`src/hdl/jetp_pkg.sv`:
```
`timescale 1ns / 1ps
// ----------------------------------------------------------------------------
// jetp_pkg
// Shared constants, types and helpers for the Julia escape-time pixel engine.
// ----------------------------------------------------------------------------
package jetp_pkg;

  localparam int unsigned MAX_ITER_DEF   = 256;
  localparam int unsigned IMG_WIDTH_DEF  = 800;
  localparam int unsigned IMG_HEIGHT_DEF = 600;

  localparam int unsigned Q_FRAC  = 28;
  localparam int unsigned POS_W   = 10;
  localparam int unsigned SPAN_W  = 33;
  localparam int unsigned MUL_W   = 2 * SPAN_W;
  // |span * pos| stays below 2^43
  localparam int unsigned DIVD_W  = SPAN_W + POS_W;

  localparam logic [63:0] ESC_LIMIT = 64'h0400_0000_0000_0000;

  localparam int unsigned CFG_IDX_W = 3;
  localparam logic [CFG_IDX_W-1:0] REG_WIN_MIN_RE = 3'd0;
  localparam logic [CFG_IDX_W-1:0] REG_WIN_MAX_RE = 3'd1;
  localparam logic [CFG_IDX_W-1:0] REG_WIN_MIN_IM = 3'd2;
  localparam logic [CFG_IDX_W-1:0] REG_WIN_MAX_IM = 3'd3;
  localparam logic [CFG_IDX_W-1:0] REG_CONST_RE   = 3'd4;
  localparam logic [CFG_IDX_W-1:0] REG_CONST_IM   = 3'd5;

  localparam logic [31:0] RST_WIN_MIN_RE = 32'hE000_0000;
  localparam logic [31:0] RST_WIN_MAX_RE = 32'h2000_0000;
  localparam logic [31:0] RST_WIN_MIN_IM = 32'hE800_0000;
  localparam logic [31:0] RST_WIN_MAX_IM = 32'h1800_0000;
  localparam logic [31:0] RST_CONST_RE   = 32'd76504269;
  localparam logic [31:0] RST_CONST_IM   = 32'd3758096;

  typedef struct packed {
    logic busy;
    logic done;
  } div_status_t;

  function automatic logic [31:0] sat32(input logic signed [44:0] v);
    logic [31:0] r;
    if (v > 45'sh0_7FFF_FFFF) begin
      r = 32'h7FFF_FFFF;
    end else if (v < -45'sh0_8000_0000) begin
      r = 32'h8000_0000;
    end else begin
      r = v[31:0];
    end
    return r;
  endfunction

endpackage

```
`src/hdl/jetp_div.sv`:
```
`timescale 1ns / 1ps
// ----------------------------------------------------------------------------
// jetp_div
// Unsigned divide by one of two constant divisors. The dividend is taken in
// 11-bit digits from the top; each digit is found by reciprocal multiplication
// and then the remainder by multiply-back.
// ----------------------------------------------------------------------------
module jetp_div
  import jetp_pkg::*;
#(
  parameter int unsigned DD_W  = DIVD_W,
  parameter int unsigned DIV_A = IMG_WIDTH_DEF,
  parameter int unsigned DIV_B = IMG_HEIGHT_DEF
) (
  input  logic              clk_i,
  input  logic              rst_ni,
  input  logic              start_i,
  input  logic              sel_i,
  input  logic [DD_W-1:0]   dividend_i,
  output logic [DD_W-1:0]   quotient_o,
  output div_status_t       status_o
);

  // divisors up to 4096: remainder fits 12 bits, trial word 23 bits
  localparam int unsigned DIG_W = 11;
  localparam int unsigned REM_W = 12;
  localparam int unsigned DVS_W = REM_W + 1;
  localparam int unsigned T_W   = DIG_W + REM_W;
  localparam int unsigned RCP_W = T_W + REM_W + 1;
  localparam int unsigned PRD_W = T_W + RCP_W;
  localparam int unsigned N_DIG = (DD_W + DIG_W - 1) / DIG_W;
  localparam int unsigned SH_W  = N_DIG * DIG_W;
  localparam int unsigned CNT_W = $clog2(N_DIG + 1);

  localparam logic [63:0]      RCP_ONE = 64'd1 << (T_W + REM_W);
  localparam logic [RCP_W-1:0] RCP_A   = RCP_W'(RCP_ONE / 64'(DIV_A) + 64'd1);
  localparam logic [RCP_W-1:0] RCP_B   = RCP_W'(RCP_ONE / 64'(DIV_B) + 64'd1);
  localparam logic [DVS_W-1:0] DVS_A   = DVS_W'(DIV_A);
  localparam logic [DVS_W-1:0] DVS_B   = DVS_W'(DIV_B);

  logic [SH_W-1:0]  sh_q, sh_d;
  logic [SH_W-1:0]  quo_q, quo_d;
  logic [REM_W-1:0] rem_q, rem_d;
  logic [DIG_W-1:0] dig_q, dig_d;
  logic [CNT_W-1:0] cnt_q, cnt_d;
  logic             sel_q, sel_d;
  logic             busy_q, busy_d;
  logic             phase_q, phase_d;
  logic             done_q, done_d;
  logic [T_W-1:0]   trial;
  logic [T_W-1:0]   back;
  logic [T_W-1:0]   diff;
  logic [RCP_W-1:0] rcp;
  logic [DVS_W-1:0] dvs;
  logic [PRD_W-1:0] prd;

  assign rcp   = sel_q ? RCP_B : RCP_A;
  assign dvs   = sel_q ? DVS_B : DVS_A;
  assign trial = {rem_q, sh_q[SH_W-1 -: DIG_W]};
  assign prd   = PRD_W'(trial) * PRD_W'(rcp);
  assign back  = T_W'(dig_q) * T_W'(dvs);
  assign diff  = trial - back;

  always_comb begin
    sh_d    = sh_q;
    quo_d   = quo_q;
    rem_d   = rem_q;
    dig_d   = dig_q;
    cnt_d   = cnt_q;
    sel_d   = sel_q;
    busy_d  = busy_q;
    phase_d = phase_q;
    done_d  = 1'b0;
    if (start_i) begin
      sh_d    = SH_W'(dividend_i);
      quo_d   = '0;
      rem_d   = '0;
      cnt_d   = CNT_W'(N_DIG);
      sel_d   = sel_i;
      busy_d  = 1'b1;
      phase_d = 1'b0;
    end else if (busy_q) begin
      if (!phase_q) begin
        dig_d   = prd[T_W+REM_W +: DIG_W];
        phase_d = 1'b1;
      end else begin
        rem_d   = diff[REM_W-1:0];
        sh_d    = {sh_q[SH_W-DIG_W-1:0], {DIG_W{1'b0}}};
        quo_d   = {quo_q[SH_W-DIG_W-1:0], dig_q};
        cnt_d   = cnt_q - 1'b1;
        phase_d = 1'b0;
        if (cnt_q == CNT_W'(1)) begin
          busy_d = 1'b0;
          done_d = 1'b1;
        end
      end
    end
  end

  always_ff @(posedge clk_i or negedge rst_ni) begin
    if (!rst_ni) begin
      cnt_q   <= '0;
      sel_q   <= 1'b0;
      busy_q  <= 1'b0;
      phase_q <= 1'b0;
      done_q  <= 1'b0;
    end else begin
      cnt_q   <= cnt_d;
      sel_q   <= sel_d;
      busy_q  <= busy_d;
      phase_q <= phase_d;
      done_q  <= done_d;
    end
  end

  always_ff @(posedge clk_i) begin
    sh_q  <= sh_d;
    quo_q <= quo_d;
    rem_q <= rem_d;
    dig_q <= dig_d;
  end

  assign quotient_o      = quo_q[DD_W-1:0];
  assign status_o.busy   = busy_q;
  assign status_o.done   = done_q;

endmodule

```
`config.mk`:
```
export PLATFORM = sky130hd
export DESIGN_NAME = jetp_div
export DESIGN_NICKNAME = d
export VERILOG_FILES = /design/src/hdl/jetp_pkg.sv /design/src/hdl/jetp_div.sv
export SDC_FILE = /design/constraint.sdc
export NUM_CORES = 1
export LEC_CHECK = 0
export ABC_AREA = 1
export BUFFER_PORTS_ARGS = -buffer_cell sky130_fd_sc_hd__buf_2
export CAP_MARGIN = 20
export CORE_ASPECT_RATIO = 0.8
export CORE_MARGIN = 5
export CORE_UTILIZATION = 41
export DETAILED_ROUTE_END_ITERATION = 8
export PLACE_DENSITY_LB_ADDON = 0.2
export SYNTH_ARGS = -nofsm -noshare
export SYNTH_HDL_FRONTEND = slang
export SYNTH_SLANG_ARGS = --single-unit
```
`constraint.sdc`:
```
create_clock -name clk_i -period 9.3 [get_ports clk_i]
set_clock_uncertainty 0.05 [all_clocks]
set_input_delay 0.465 -clock clk_i [delete_from_list [all_inputs] [get_ports clk_i]]
set_output_delay 0.465 -clock clk_i [all_outputs]
set_load 0.005 [all_outputs]
```
==> results of run 1 <==
[layer usage]
layer	part of all wire (%)	wire length, µm	vias up
li1	-	-	6784
met1	48	27910	7093
met2	44	25190	385
met3	7.1	4109	34
met4	1.1	648	0
met5	0	0	-
[critical path, stage by stage, from the launching register on]
cell and delay [ns]:
sky130_fd_sc_hd__dfrtp_2 0.78, sky130_fd_sc_hd__buf_4 0.53, sky130_fd_sc_hd__nand2_1 0.16, sky130_fd_sc_hd__inv_1 0.11
sky130_fd_sc_hd__nand2_1 0.11, sky130_fd_sc_hd__nand2_1 0.10, sky130_fd_sc_hd__inv_1 0.07, sky130_fd_sc_hd__nand2_1 0.06
sky130_fd_sc_hd__inv_1 0.04, sky130_fd_sc_hd__ha_1 0.34, sky130_fd_sc_hd__fa_1 0.52, sky130_fd_sc_hd__inv_1 0.05
sky130_fd_sc_hd__fa_1 0.49, sky130_fd_sc_hd__fa_1 0.57, sky130_fd_sc_hd__inv_1 0.07, sky130_fd_sc_hd__fa_1 0.56
sky130_fd_sc_hd__fa_1 0.45, sky130_fd_sc_hd__fa_1 0.48, sky130_fd_sc_hd__ha_1 0.34, sky130_fd_sc_hd__a21oi_1 0.19
sky130_fd_sc_hd__o21ai_0 0.18, sky130_fd_sc_hd__a21o_1 0.19, sky130_fd_sc_hd__o21ai_0 0.27, sky130_fd_sc_hd__nand3_1 0.15
sky130_fd_sc_hd__xor2_1 0.16
[what timing repair did]
action                                 4_1_cts  5_1_grt
hold buffers                                 1        0
endpoints found under the hold margin        7        0
setup buffers                                0        0
[cell type report]
cell class              instances  area [µm²]  share of cell area, %
well taps                     620       775.7                  3.697
flip-flops and latches        117        2919                  13.91
clock buffers                  23       479.2                  2.284
inverters                     679        2549                  12.15
multi-input cells            1379       13570                  64.68
repair buffers                101       536.8                  2.558
clock inverters                 9       151.4                 0.7215
[through the flow]
step,instances,setup WS (ns),utilization [%],hold WS (ns)
after global placement,2894,2.063,43.59,0.2645
after global routing,2928,1.576,44.99,0.2122
final,2928,1.958,44.99,0.2143
after detailed placement,2894,2.004,43.59,0.2667
after floorplan,2216,2.984,-,0.1194
after CTS,2927,1.987,44.97,0.1983
[flip-flops by register name, summed over array words and instances, names as in the netlist]
name,cells
sel_q,1
sh_q,44
done_q,1
busy_q,1
dig_q,11
rem_q,12
quo_q,43
phase_q,1
cnt_q,3
[worst paths after layout]
path	start	endpoint	slack [ns]	depth (start not counted)
worst min-delay path	sel_i	sel_q	0.21	3
worst min register to register	quo_q[36]	quo_q[36]	0.40	2
worst max-delay path	sel_q	dig_q[5]	1.96	24
min in group asynchronous	rst_ni	cnt_q[2]	0.37	2
worst max register to register	sel_q	dig_q[5]	1.96	24
max in group asynchronous	rst_ni	sel_q	8.64	2
[cell families (layout without fill, tap and decap cells)]
family | after synthesis | after routing
other | 1 | 1
DFF | 117 | 117
AOI/OAI and AO/OA | 196 | 196
buffers and inverters | 720 | 812
and+or+nand+nor | 558 | 558
adders and majority gates | 608 | 608
xor gates and xnor gates | 16 | 16
[Yosys cell counts, drive strengths merged]
cell | instances | area [µm²]
dfrtp | 7 | 175.2
o21a | 1 | 7.510
nand3b | 1 | 7.510
conb | 1 | 3.750
edfxtp | 54 | 1622
clkbuf | 30 | 112.6
o211ai | 6 | 45.04
o21ai | 68 | 340.3
nor3 | 12 | 76.33
o21bai | 8 | 60.06
dfxtp | 56 | 1121
and3 | 1 | 6.260
o31ai | 1 | 7.510
nand2 | 369 | 1408
inv | 678 | 2545
a21boi | 2 | 15.01
or2 | 1 | 6.260
fa | 324 | 6486
nand3 | 38 | 190.2
a31oi | 4 | 25.02
buf | 11 | 65.05
nand4 | 14 | 87.58
o32ai | 1 | 8.760
clkinv | 1 | 3.750
ha | 284 | 3553
xnor2 | 2 | 17.52
nor2 | 118 | 467.9
a21oi | 68 | 340.3
xor2 | 14 | 122.6
o22ai | 26 | 162.7
a21o | 11 | 82.58
nor4 | 4 | 37.53
==> results by stage, run 1 <==
Global routing:
- Global routing used 35.36% of the available met2 tracks.
- The via count of the first global-routing pass is 15.41k.
- The number of antenna violations at the first check in global routing was 0.
- The met1 demand-to-capacity share in global routing is 35.42%.
- The largest net degree at the start of global routing is 58.
- The met3 routing resource usage after global routing is 4.654%.
- The all-layer global routing usage is 23.28%.
- The total overflow left after global routing is 0.
- The wire length of the first global-routing pass is 90700 µm.
- The most congested layer reported by global routing is met1.

Floorplanning:
- The floorplan step set the die height to 203.6 µm.
- The floorplan step defined a die boundary enclosing 0.05131 mm².
- From left edge to right edge, the die measures 252.0 µm.
- The count of standard-cell rows is 71.
- The count of pins on the block boundary is 92.
- Once the floorplan was initialized, standard cells occupied 41.19% of the core.
- The floorplan core area is 0.04664 mm².

STA:
- Measured against its own limit, the worst slew margin works out to 38.19%.
- The slew of the pin with the lowest slew margin is 0.9272 ns.
- After layout, the minimum clock period comes to 7.342 ns.
- The count of final setup violators is 0.
- Adding up every negative setup slack in the final design gives 0 ns.
- The fraction of the cycle the final worst path needs is 78.95%.
- The hold violation total from the final report is 0.
- The maximum operating frequency is 136.2 MHz.
- Setup repair after global routing left no endpoint under its margin.
- The max-slew violation total from the final report was 0.

Min path:
- The class of the tightest hold or removal check is in -> reg.

Drt:
- For this run, design rule violations remaining after detail routing come to 0.
- Wires add up to 57850 µm.
- The average wire per cell in the routed design is 19.76 µm.
- Using the TritonRoute via totals, the vias-per-cell ratio works out to 4.883.
- The first TritonRoute pass finished after 7 iterations.
- The overall via count from detail_route is 14.30k.
- The number of violations reported at the end of detailed-routing iteration 0 is 1055.
- The remaining antenna violation count is 0.

Logic synthesis:
- During synthesis, Yosys emitted a total of 0 warnings.
- In this run, distinct cell masters in the synthesized netlist total 44.
- Of the total synthesized cell area, the portion taken by XOR and XNOR cells is 0.7295%.
- In this run, synthesis produced a sequential element count of 117.
- Synthesis produced a netlist whose cell count is 2216.
- The simple-gate share of the synthesized area is 11.91%.
- After synthesis the cells add up to 0.01921 mm².
- The average instance in the mapped netlist occupies 8.669 µm².
- After synthesis, the share of cell area in mux cells is 0%.
- The compound-gate portion of the synthesized area is 5.699%.
- The post-synthesis net count is 2871.
- Of the total synthesized cell area, the portion taken by full adders, half adders and majority gates is 52.26%.
- The sequential area share after synthesis is 15.19%.
- By area, the combinational part of the netlist is dominated by adder cells.

Clocking:
- The number of buffers added by the clock tree synthesis step is 17.
- The clock-pin transition on the worst setup and hold timing paths is 0.06 ns.
- TritonCTS built the clock tree.
- The clock root buffer is sky130_fd_sc_hd__clkbuf_16.
- The number of levels the H-tree was split into is 4.
- No sink is reached through more buffers than the 2 on the longest clock path.
- The count of clock tree sinks is 117.
- The number of resized instances in the post-cts repair step is 0.
- At the later pin of the worst-skew pair, clock insertion delay measures 0.43 ns.

Final layout:
- After routing the design area is 0.02098 mm².
- Fill cells in the final layout number 4682.
- The top cell types in the final layout, fill and taps aside, are 670 x sky130_fd_sc_hd__inv_1, 361 x sky130_fd_sc_hd__nand2_1, 324 x sky130_fd_sc_hd__fa_1, 284 x sky130_fd_sc_hd__ha_1, 112 x sky130_fd_sc_hd__nor2_1.
- The number of antenna diodes in the final layout is 0.
- The most frequent standard cell in the layout excluding fill and tap cells is sky130_fd_sc_hd__inv_1.
- The number of nets at the end of the flow is 2950.
- Of the cells placed in the final design, the portion with a size suffix greater than 1 is 6.716%.
- Relative to the synthesized area, the layout overhead comes to 9.236%.

Critical path:
- The worst endpoint required time is 9.42 ns.
- The endpoint class of the critical path is a flop.
- Of all nets on the critical path, the largest fanout is 37.
- The kind of start point of the critical path is a flop.
- The kind of critical path is reg -> reg.
- At the worst endpoint, the arrival time is 7.46 ns.

Status:
- The flow ran to the end, and the final reports show no timing, DRC or antenna violations.

Place:
- The count of buffers added on input and output ports is 91.
- The placer congestion estimate is 0.9855.
- The total half-perimeter wirelength after legalization and detailed placement is 51850 µm.
- The cell area reported after detailed placement is 0.02033 mm².

Run:
- Across the run, the number of max-cap violations was 0.
Power of run 1 is not shown: default switching activity piles up to over one toggle a cycle in this logic, so the estimate is an artifact.
==> run 2, diff against run 1 <==
Clock period 9.3 ns to 7.65 ns, I/O delays scaled along.
==> results by stage, run 2 (synthesis results as in run 1) <==
Status:
- The flow ran to the end, and the final reports show no timing, DRC or antenna violations.

Place:
- The number of port buffers was 91 (unchanged).
- The placer congestion estimate is 1.031 (+4.6%).
- The total half-perimeter wirelength after legalization and detailed placement was 51780 µm (-0.13%).

Floorplanning:
- The die width came to 252.0 µm (unchanged).
- The area of the die is 0.05131 mm² (unchanged).
- The count of pins on the block boundary is 92 (unchanged).
- The count of standard-cell rows is 71 (unchanged).
- The effective utilization at floorplan was 41.19% (unchanged).
- The floorplan core area is 0.04664 mm² (unchanged).
- The height of the die is 203.6 µm (unchanged).

STA:
- The final hold slack came to 0.1706 ns (-0.04367 ns).
- The max-slew violation total from the final report is 0 (unchanged).
- The maximum operating frequency is 137.4 MHz (+0.88%).
- Setup repair after global routing left no endpoint under its margin.
- The total negative setup slack came to 0 ns (unchanged).
- The time the worst path needs with I/O delays and setup was 7.278 ns (-0.06380 ns).
- The slew of the pin with the lowest slew margin came to 0.9479 ns (+0.02071 ns).
- The count of final setup violators is 0 (unchanged).
- The hold violation total from the final report is 0 (unchanged).
- The fraction of the cycle the final worst path needs is 95.14% (+16 points).
- The worst slew slack as a fraction of its limit is 36.57% (-1.6 points).

Clocking:
- The TritonCTS clock tree is built.
- The later-pin clock latency in the skew report is 0.42 ns (about the same).
- The maximum buffer depth of the clock tree is 2 (unchanged).
- The number of levels the H-tree was split into is 4 (unchanged).
- The clock-pin transition on the worst setup and hold timing paths is 0.06 ns (about the same).
- The count of clock tree sinks came to 117 (unchanged).
- The number of buffers added by the clock tree synthesis step is 17 (unchanged).
- The cell sitting at the root of the clock tree is a sky130_fd_sc_hd__clkbuf_16.
- The number of buffers added for setup after CTS is 0 (unchanged).

Final layout:
- The share of layout cells above drive strength 1 came to 7.328% (+0.61 points).
- The post-layout utilization of the core is 45.16% (+0.17 points).
- Leaving out fill and tap cells, the most frequent cell in the layout is sky130_fd_sc_hd__inv_1.
- The number of nets at the end of the flow is 2963 (+0.44%).
- The largest register by flop count is sh_q.
- In the layout the commonest cells are 670 x sky130_fd_sc_hd__inv_1, 361 x sky130_fd_sc_hd__nand2_1, 324 x sky130_fd_sc_hd__fa_1, 284 x sky130_fd_sc_hd__ha_1, 111 x sky130_fd_sc_hd__nor2_1.
- The count of antenna diodes in the layout is 0 (unchanged).
- The flip-flop count of the largest register, all copies and words added is 44 (unchanged).
- The largest registers in the layout are sh_q x44, quo_q x43, rem_q x12.
- The signed area change from the synthesized netlist to the final layout is 9.640%.

Global routing:
- The number of antenna violations at the first check in global routing is 0 (unchanged).
- The wire length of the first global-routing pass is 90730 µm (about the same).
- The via count of the first global-routing pass is 15.40k (-0.065%).
- The remaining global-route overflow is 0 (unchanged).
- The largest net degree at the start of global routing is 53 (-8.6%).
- The all-layer global routing usage came to 23.19% (-0.084 points).

Drt:
- The overall via count from detail_route is 14.34k (+0.30%).
- The remaining antenna violation count came to 0 (unchanged).
- The total wire length is 57720 µm (-0.24%).
- The number of violations reported at the end of detailed-routing iteration 0 is 1207 (+14%).
- The remaining design rule violation count was 0 (unchanged).
- The number of search-and-repair iterations in the first detailed-routing pass is 5 (-2).
- The average wire per cell in the routed design is 19.63 µm (-0.64%).
- The ratio of routed vias to standard cells is 4.877 (-0.11%).

Min path:
- The critical hold path startpoint is dividend_i[2].
- In this run the worst hold path is classified as in -> reg.
- The number of stages on the worst hold path is 3 (unchanged).
- The end point of the worst hold path is sh_q[2].

Critical path:
- The critical path is of the reg -> reg type.
- The worst setup path is captured at a flop.
- The register-to-register setup slack is 0.37 ns (-1.59 ns).
- The worst endpoint required time is 7.76 ns (-1.66 ns).
- The largest fanout on the critical path is 7 (-81%).
- The critical path arrival is 7.39 ns (-0.07 ns).
- The depth of the worst register-to-register path was 22 (-8.3%).
- The startpoint identified for the worst register-to-register timing path is sh_q[35].
- The kind of start point of the critical path is a flop.
- The end of the worst register-to-register path is dig_q[8].

Run:
- The max-capacitance violation count is 0 (unchanged).
-- run 2: layout make-up --
type	instances	area [µm²]
Clock buffer	19	432.9
Clock inverter	12	178.9
Fill cell	4651	25580
Inverter	679	2549
Multi-Input combinational cell	1379	13580
Sequential cell	117	2919
Tap cell	620	775.7
Timing Repair Buffer	114	630.6
-- run 2: worst max path at each step --
stage	startpoint	end	depth (start not counted)
after floorplan	sel_q	dig_q[2]	27
after global placement	sh_q[35]	dig_q[8]	22
after detailed placement	sh_q[35]	dig_q[8]	22
after CTS	sh_q[35]	dig_q[8]	22
after global routing	sh_q[35]	dig_q[8]	22
final	sh_q[35]	dig_q[8]	22
-- run 2: critical path: stages (launching register included) --
cell and delay, ns:
sky130_fd_sc_hd__edfxtp_1 0.79, sky130_fd_sc_hd__inv_1 0.30, sky130_fd_sc_hd__nor2_2 0.50, sky130_fd_sc_hd__fa_1 0.51, sky130_fd_sc_hd__inv_1 0.08, sky130_fd_sc_hd__fa_1 0.44
sky130_fd_sc_hd__fa_1 0.54, sky130_fd_sc_hd__inv_1 0.05, sky130_fd_sc_hd__fa_1 0.50, sky130_fd_sc_hd__inv_1 0.06, sky130_fd_sc_hd__fa_1 0.67, sky130_fd_sc_hd__fa_1 0.47
sky130_fd_sc_hd__fa_1 0.56, sky130_fd_sc_hd__inv_1 0.06, sky130_fd_sc_hd__ha_1 0.30, sky130_fd_sc_hd__a21oi_1 0.24, sky130_fd_sc_hd__o21ai_0 0.19, sky130_fd_sc_hd__a21oi_1 0.25
sky130_fd_sc_hd__o21ai_0 0.12, sky130_fd_sc_hd__nand2_1 0.10, sky130_fd_sc_hd__nand3_1 0.08, sky130_fd_sc_hd__nand2_1 0.06, sky130_fd_sc_hd__nand2_1 0.05
-- run 2: per-stage QoR --
step           area, µm²  cells  setup WS, ns
6_report           21060   2940        0.3719
5_1_grt            21060   2940       0.04331
4_1_cts            21060   2940        0.1479
3_5_place_dp       20440   2908        0.1748
3_3_place_gp       20440   2908        0.1898
2_1_floorplan      19210   2216         1.334
-- run 2: timing repair --
item | CTS | global route
setup endpoints to repair | 0 | 8
resized for setup | 0 | 1
hold endpoints to repair | 7 | 0
hold buffers | 1 | 0
-- run 2: layer usage --
| layer | global-route usage [%] | share of wire, % | up-vias |
|---|---|---|---|
| met2 | 34.43 | 43 | 391 |
| li1 | - | - | 6811 |
| met5 | 0 | 0 | - |
| met3 | 5.075 | 6.9 | 38 |
| met1 | 35.52 | 49 | 7099 |
| met4 | 3.624 | 1.5 | 0 |
Power of run 2 is left out for the same reason.
